### config.mk
export PLATFORM = sky130hd
export DESIGN_NAME = ple_chain
export DESIGN_NICKNAME = d
export VERILOG_FILES = /design/src/rtl/ple_pkg.sv /design/src/rtl/ple_cell.sv /design/src/rtl/ple_chain.sv
export SDC_FILE = /design/constraint.sdc
export NUM_CORES = 2
export LEC_CHECK = 0
export ABC_AREA = 0
export BUFFER_PORTS_ARGS = -buffer_cell sky130_fd_sc_hd__buf_2
export CAP_MARGIN = 20
export CORE_MARGIN = 4
export CORE_UTILIZATION = 30
export CTS_CLUSTER_DIAMETER = 50
export DETAILED_ROUTE_END_ITERATION = 8
export PLACE_DENSITY = 0.42
export SETUP_SLACK_MARGIN = 0.2
export SLEW_MARGIN = 10
export SYNTH_ARGS = -nofsm -noshare
export SYNTH_HDL_FRONTEND = slang
export SYNTH_SLANG_ARGS = --single-unit
### constraint.sdc
create_clock -name clk -period 7.4 [get_ports clk]
set_input_delay 0.74 -clock clk [delete_from_list [all_inputs] [get_ports clk]]
set_output_delay 0.74 -clock clk [all_outputs]
set_load 0.02 [all_outputs]
### src/rtl/ple_pkg.sv
// shared types, constants and codes for the positional list engine
package ple_pkg;

    localparam int CAPACITY    = 16;
    localparam int MAX_RESULTS = 32;
    localparam int HALF        = MAX_RESULTS / 2;

    localparam int VAL_W  = 32;
    localparam int ACT_W  = 4;
    localparam int POS_W  = 5;
    localparam int STAT_W = 3;
    localparam int OIDX_W = 5;
    localparam int OCC_W  = 5;

    localparam int IDX_W = (CAPACITY > 1) ? $clog2(CAPACITY) : 1;
    localparam int CNT_W = $clog2(CAPACITY + 1);
    localparam int CMP_W = (CNT_W > POS_W) ? CNT_W : POS_W;

    typedef enum logic [ACT_W-1:0] {
        ACT_INS_FRONT = 4'd0,
        ACT_INS_BACK  = 4'd1,
        ACT_INS_AT    = 4'd2,
        ACT_SEARCH    = 4'd3,
        ACT_COUNT     = 4'd4,
        ACT_DEL_FRONT = 4'd5,
        ACT_DEL_BACK  = 4'd6,
        ACT_DEL_AT    = 4'd7,
        ACT_DUMP      = 4'd8
    } action_t;

    typedef enum logic [STAT_W-1:0] {
        STAT_OK     = 3'd0,
        STAT_EMPTY  = 3'd1,
        STAT_BADPOS = 3'd2,
        STAT_FULL   = 3'd3,
        STAT_MISS   = 3'd4
    } status_t;

    typedef enum logic [1:0] {
        S_IDLE,
        S_DUMP_FWD,
        S_DUMP_REV
    } ple_state_t;

    // broadcast to every cell of the row
    typedef struct packed {
        logic             ins;
        logic             del;
        logic [IDX_W-1:0] pos;
        logic [VAL_W-1:0] data;
    } cell_op_t;

    typedef struct packed {
        logic             hit;
        logic [IDX_W-1:0] idx;
    } search_t;

endpackage

### src/rtl/ple_cell.sv
// one storage cell of the list row: shifts with its neighbors and compares a key
module ple_cell
    import ple_pkg::*;
(
    input  logic             clk,
    input  cell_op_t         op,
    input  logic [IDX_W-1:0] cell_idx,
    input  logic [CNT_W-1:0] occ,
    input  logic [VAL_W-1:0] left_val,
    input  logic [VAL_W-1:0] right_val,
    output logic [VAL_W-1:0] val,
    output logic             hit
);

    logic [VAL_W-1:0] val_reg;
    logic [VAL_W-1:0] val_next;

    always_comb
    begin
        val_next = val_reg;
        if (op.ins && (cell_idx == op.pos))
        begin
            val_next = op.data;
        end
        else if (op.ins && (cell_idx > op.pos))
        begin
            val_next = left_val;
        end
        else if (op.del && (cell_idx >= op.pos))
        begin
            val_next = right_val;
        end
    end

    always_ff @(posedge clk)
    begin
        val_reg <= val_next;
    end

    assign val = val_reg;
    // only occupied cells take part in a search
    assign hit = (val_reg == op.data) && (CNT_W'(cell_idx) < occ);

endmodule

### src/rtl/ple_chain.sv
// row of list cells with first-match encoder and a single read port
module ple_chain
    import ple_pkg::*;
(
    input  logic             clk,
    input  cell_op_t         op,
    input  logic [CNT_W-1:0] occ,
    input  logic [IDX_W-1:0] rd_idx,
    output logic [VAL_W-1:0] rd_data,
    output search_t          srch
);

    logic [VAL_W-1:0]    vals [CAPACITY];
    logic [CAPACITY-1:0] hits;

    for (genvar i = 0; i < CAPACITY; i++)
    begin : g_cell
        logic [VAL_W-1:0] left_val;
        logic [VAL_W-1:0] right_val;

        if (i == 0)
        begin : g_first
            assign left_val = '0;
        end
        else
        begin : g_mid_l
            assign left_val = vals[i-1];
        end

        if (i == CAPACITY - 1)
        begin : g_last
            assign right_val = vals[i];
        end
        else
        begin : g_mid_r
            assign right_val = vals[i+1];
        end

        ple_cell u_cell (
            .clk       (clk),
            .op        (op),
            .cell_idx  (IDX_W'(i)),
            .occ       (occ),
            .left_val  (left_val),
            .right_val (right_val),
            .val       (vals[i]),
            .hit       (hits[i])
        );
    end

    assign rd_data = vals[rd_idx];

    // lowest matching cell wins
    always_comb
    begin
        srch.hit = |hits;
        srch.idx = '0;
        for (int i = CAPACITY - 1; i >= 0; i--)
        begin
            if (hits[i])
            begin
                srch.idx = IDX_W'(i);
            end
        end
    end

endmodule

=== Yosys cells after proc, flatten, opt, wreduce, memory -nomap -nowiden ===
Index checks and enable logic that the tools add are counted.

* Output and inout bits: 37
* Flip-flop bits (word level): 512
* Bits of input ports: 48
* Word-level logic and storage cells: 243

* Reduce and logical (&&, ||, !) cells: 81
* Equal/unequal tests: 31
* Multiplexer cells: 66
* Bitwise logic cells: 1
* $lt $le $gt $ge: 48

{| class="wikitable"
|+ Operator list
! cell !! count
|-
| 2-to-1 mux 32 bit || 49
|-
| == test 32 bit || 16
|-
| binary-select mux 32 bit (select 4 bit) || 1
|-
| 2-to-1 mux 4 bit || 16
|-
| logical AND 1 bit || 63
|-
| nonzero test 3 bit || 15
|-
| less-than comparator 4 x 5 -> 1 bit, first input constant || 8
|-
| == test 4 bit, first input constant || 8
|-
| greater-than comparator 4 bit, first input constant || 8
|-
| >= comparator 4 bit, first input constant || 7
|-
| less-than comparator 3 x 5 -> 1 bit, first input constant || 4
|-
| == test 3 x 4 -> 1 bit, first input constant || 4
|-
| >= comparator 3 x 4 -> 1 bit, first input constant || 4
|-
| greater-than comparator 3 x 4 -> 1 bit, first input constant || 4
|-
| OR reduction 16 bit || 1
|-
| less-than comparator 1 x 5 -> 1 bit, first input constant || 2
|-
| less-than comparator 2 x 5 -> 1 bit, first input constant || 2
|-
| == test 2 x 4 -> 1 bit, first input constant || 2
|-
| >= comparator 1 x 4 -> 1 bit, first input constant || 2
|-
| >= comparator 2 x 4 -> 1 bit, first input constant || 2
|-
| greater-than comparator 1 x 4 -> 1 bit, first input constant || 2
|-
| greater-than comparator 2 x 4 -> 1 bit, first input constant || 2
|-
| >= comparator 5 bit, second input constant || 1
|-
| inverter 4 -> 5 bit || 1
|-
| 3 further kinds || 3
|}

=== Depth between registers and ports, before layout ===
* Depth in word-level cells: 18
* Gate-level depth with buffers: 11
* Mapped depth without buffers: 9

=== By module ===
From an unflattened synthesis, not the netlist that was laid out.

* Cell total of the unflattened synthesis: 4305
* Area total of the unflattened synthesis: 43819.5 µm²

{| class="wikitable"
|+ By module, submodules not included
! module !! cells an instance !! sequential area each (µm²) !! times used !! area an instance (µm²)
|-
| ple_cell || 250 || 960.9 || 16 || 2496.1
|-
| ple_chain || 305 || 0.0 || 1 || 3881.2
|}

=== Worst setup path after synthesis ===
Ideal clock, no wire load.

* Path kind: input to register
* Start: input port op[33] (netlist bit)
* End: register g_cell[8].u_cell.val_reg[0], enable pin
* Stages: 4
* Required time: 6.930 ns
* Buffers on the path: 1
* Arrival time: 5.276 ns
* Setup time: 0.470 ns
* Path slack: 1.653 ns
* Path through: or2_1 > clkbuf_1 > a21oi_1 > a21boi_0

* Cells in the longest elaborated chain, start to end: 3
* Elaborated cells on any way between the ends: 7
* Classes of those cells: order compare (2); eq/ne (1); reduce/logical (4)

{| class="wikitable"
|+ Ends and longest elaborated chain
! item !! RTL line !! source
|-
| from (decl) || ple_chain.sv:6 || <nowiki>input cell_op_t op,</nowiki>
|-
| >= comparator 4 bit (tied with other cells) || ple_cell.sv:29 || <nowiki>else if (op.del && (cell_idx >= op.pos))</nowiki>
|-
| logical AND 1 bit, on equally long branches || ple_cell.sv:29, ple_cell.sv:21, ple_cell.sv:25 ||
|-
| nonzero test 3 bit (no line) * || - ||
|-
| to (signal assigned) || ple_cell.sv:37 || <nowiki>val_reg <= val_next;</nowiki>
|-
| to (decl) || ple_cell.sv:15 || <nowiki>logic [VAL_W-1:0] val_reg;</nowiki>
|}

Every way passes the cells marked *; elsewhere a longest branch is shown, timed or not.
A chain may end at the register's enable or synchronous reset.

==> flow_summary.json <==
{
  "status": "complete, but fails checks",
  "failing_checks": "DRC",
  "layout-drive-gt1-share": 0.1776,
  "synth_area_leaders": "sky130_fd_sc_hd__edfxtp_1 43%, sky130_fd_sc_hd__mux4_2 10%, sky130_fd_sc_hd__mux2i_1 10%",
  "cp_launch_type": "input pin",
  "die-height_microns": 351.4,
  "cts-htree-levels": 3,
  "drt-wirelength-per-cell_microns": 32.80,
  "synth_top_area_cell": "sky130_fd_sc_hd__edfxtp_1",
  "yosys_warnings": 0,
  "floorplan.initialDensity": 0.3032,
  "mappedNetlistArea_sq_um": 35380,
  "finalNonFillerCells": 4732,
  "cts.sinks": 512,
  "drv.max_cap_violation_count": 0,
  "ctsResizeCount": 0,
  "power_leakage_nw": 14.73,
  "worst-setup-path-type": "in2out",
  "yosys-top-cells-count": "512 x sky130_fd_sc_hd__edfxtp_1, 356 x sky130_fd_sc_hd__xor2_1, 355 x sky130_fd_sc_hd__mux2i_1, 323 x sky130_fd_sc_hd__nand2_1, 244 x sky130_fd_sc_hd__o21ai_0",
  "cts_tree": "built",
  "dr_total_vias": 27040,
  "timing.hold.worst.class": "in2reg",
  "synthToLayoutAreaGrowth_pct": 13.68,
  "crit_buf_inv": 2,
  "timing.clock.skew_ps": 21.02,
  "clk_pin_slew_worst_paths_ps": 50,
  "cts_inserted_buffers": 93,
  "synth.yosys.seq_area_share": 0.4346,
  "routed_via_density": 5.713,
  "synth.avg_cell_area_sq_um": 11.07,
  "r2r_slack_ps": 6130,
  "gp_congestion": 1.005,
  "wire_length_of_the_first_global_routing_pass_mm": 214.1,
  "r2r-start": "g_cell[11].u_cell.val[27]",
  "critical_path_endpoint": "srch[0]",
  "crit_path_top_delay_cell": "sky130_fd_sc_hd__buf_2",
  "async_flop_share": 0,
  "clock_latency_ps": 670,
  "critPathMaxStageDelay_ps": 770,
  "yosys_register_bits": 512,
  "cts_buffer_depth": 3,
  "ys_dominant_reg_cell": "sky130_fd_sc_hd__edfxtp_1",
  "cp_num_cells": 11,
  "postCtsSetupBuffers": 0,
  "synth_top_cell_area_share": 0.4346,
  "cts_hold_repair.buffers": 0,
  "syn_inst": 3195,
  "path_cells": "buf_2 -> xor2_1 -> nor4_1 -> nand4_1 -> or4_1 -> o21bai_1 -> a21oi_1 -> o21ai_1 -> a21oi_1 -> o2bb2ai_1 -> buf_2",
  "cpLargestDelayFamily": "compound AO/OA/AOI/OAI gates",
  "ys_types": 48,
  "num_rows": 125,
  "drtAntennaViolNets": 0,
  "ioPinCount": 85,
  "timing.final.hold_violations": 0,
  "slew_headroom": 0.2396,
  "global_route.usage.total": 0.2454,
  "required_ps": 6660,
  "drt_drc_violations_left": 4,
  "critical_path.reg2reg.endpoint": "g_cell[12].u_cell.val[27]",
  "largest_register_ff_count": 512,
  "holdCritStartpoint": "op[21]",
  "cts_root_buf": "sky130_fd_sc_hd__clkbuf_16",
  "layout_min_cycle_time_ps": 5224,
  "worstPathMaxFanout": 32,
  "postSynthNetCount": 3243,
  "routed_wirelength_mm": 155.2,
  "rsz0062_at_grt": "false",
  "timing.final.crit_share": 0.7059,
  "antenna_violations_before_repair": 14,
  "grt_max_degree": 77,
  "placed_insts": 4556,
  "place.port_buffers": 84,
  "synth.most_common_cell": "sky130_fd_sc_hd__edfxtp_1",
  "critPathArrivalTime_ps": 4480,
  "grt-ovfl-total": 0,
  "first_global_vias": 26150,
  "design.core.area_sq_um": 116700,
  "nNetsFinal": 3175,
  "detailedRoute.firstPassIterationCount": 9,
  "maxSlewViolCount": 0,
  "postLayoutCoreUtil": 0.3447,
  "transition_time_at_the_pin_with_the_least_slew_margin_ps": 1141,
  "endpoint_kind": "primary output",
  "powerDensity_nw_per_um2": 254.1,
  "synth_enable_flop_cells": 512,
  "finalSetupViolCount": 0,
  "drt_iter0_markers": 3522,
  "setup_tns_ps": 0,
  "die_area_sq_um": 123500,
  "critical_path_source": "op[16]",
  "floorplan.die.width_microns": 351.4,
  "vdd.ir_drop.worst_mv": 0.1525,
  "detailedPlacementHpwl_mm": 112.4,
  "reg2regPathDepth": 2,
  "fmax_mhz": 191.4
}
[metrics by stage]
stage | setup WS (ps) | power (mW) | hold WS, ps | cell area (sq um)
after global placement | 2211 | 5.923 | 613.3 | 37140
after global routing | 2158 | 10.53 | 533.6 | 40210
after CTS | 2281 | 10.28 | 511.2 | 40210
final | 2176 | 10.22 | 544.1 | 40220
after detailed placement | 2312 | 5.960 | 627.2 | 37150
after floorplan | 1653 | 5.045 | 582.1 | 35380
[per-layer routing]
metal,share of wire,vias to the layer above,GRT usage
met5,0,-,0
met4,0.050,0,0.1069
met3,0.065,222,0.03215
met2,0.46,1311,0.3919
met1,0.42,13790,0.3345
li1,-,11720,-
[cell type report]
class	count	area, sq um
Clock inverter	67	664.4
Fill cell	11620	76460
Tap cell	1524	1907
Clock buffer	104	2390
Antenna cell	5	12.51
Timing Repair Buffer	159	1011
Sequential cell	512	15370
Inverter	65	244.0
Multi-Input combinational cell	2296	18620
[how the worst min path moves through the flow]
stage / endpoint / slack, ps / depth (start not counted)
2_1_floorplan: g_cell[7].u_cell.val[0] / 580 / 2
3_3_place_gp: g_cell[15].u_cell.val[22] / 610 / 2
3_5_place_dp: g_cell[7].u_cell.val[23] / 630 / 2
4_1_cts: g_cell[13].u_cell.val[12] / 510 / 3
5_1_grt: g_cell[13].u_cell.val[12] / 530 / 3
6_report: g_cell[13].u_cell.val[21] / 540 / 3
[kinds of logic (layout without fill, tap and decap cells)]
| group | Yosys count | in the layout | synth area share |
|---|---|---|---|
| muxes | 572 | 572 | 0.2204 |
| AOI/OAI and AO/OA | 503 | 503 | 0.08209 |
| buffers and inverters | 387 | 395 | 0.04668 |
| and+or+nand+nor | 713 | 713 | 0.09043 |
| DFF | 512 | 512 | 0.4346 |
| other | 0 | 5 | 0 |
| xor gates and xnor gates | 508 | 508 | 0.1258 |
[worst reg2reg max path, cell delays in order, from the launching register on]
cell	delay, ps
sky130_fd_sc_hd__edfxtp_1	540
sky130_fd_sc_hd__a222oi_1	400
sky130_fd_sc_hd__inv_1	70
[power breakdown]
part / total (mW) / internal (mW) / leakage, nW / switching (mW)
Sequential: 4.00 / 3.59 / 4.93 / 0.410
Clock: 4.29 / 2.65 / 1.44 / 1.65
Combinational: 1.93 / 0.717 / 8.35 / 1.21
Total: 10.2 / 6.95 / 14.7 / 3.26
[cells in the final DEF, fill, tap and decap left out, types with 36 or more instances in the layout]
cell type / count
sky130_fd_sc_hd__a31oi_1: 36
sky130_fd_sc_hd__mux2i_1: 355
sky130_fd_sc_hd__a222oi_1: 57
sky130_fd_sc_hd__a21oi_1: 139
sky130_fd_sc_hd__mux4_2: 160
sky130_fd_sc_hd__xor2_1: 356
sky130_fd_sc_hd__o21ai_0: 243
sky130_fd_sc_hd__inv_1: 65
sky130_fd_sc_hd__clkbuf_16: 94
sky130_fd_sc_hd__nand4_1: 57
sky130_fd_sc_hd__xnor2_1: 152
sky130_fd_sc_hd__nand2_1: 316
sky130_fd_sc_hd__buf_2: 82
sky130_fd_sc_hd__edfxtp_1: 512
sky130_fd_sc_hd__buf_4: 74
sky130_fd_sc_hd__nor4_1: 92
sky130_fd_sc_hd__mux2_2: 57
sky130_fd_sc_hd__nor2_1: 176
Power figures use the tool's default switching activity.
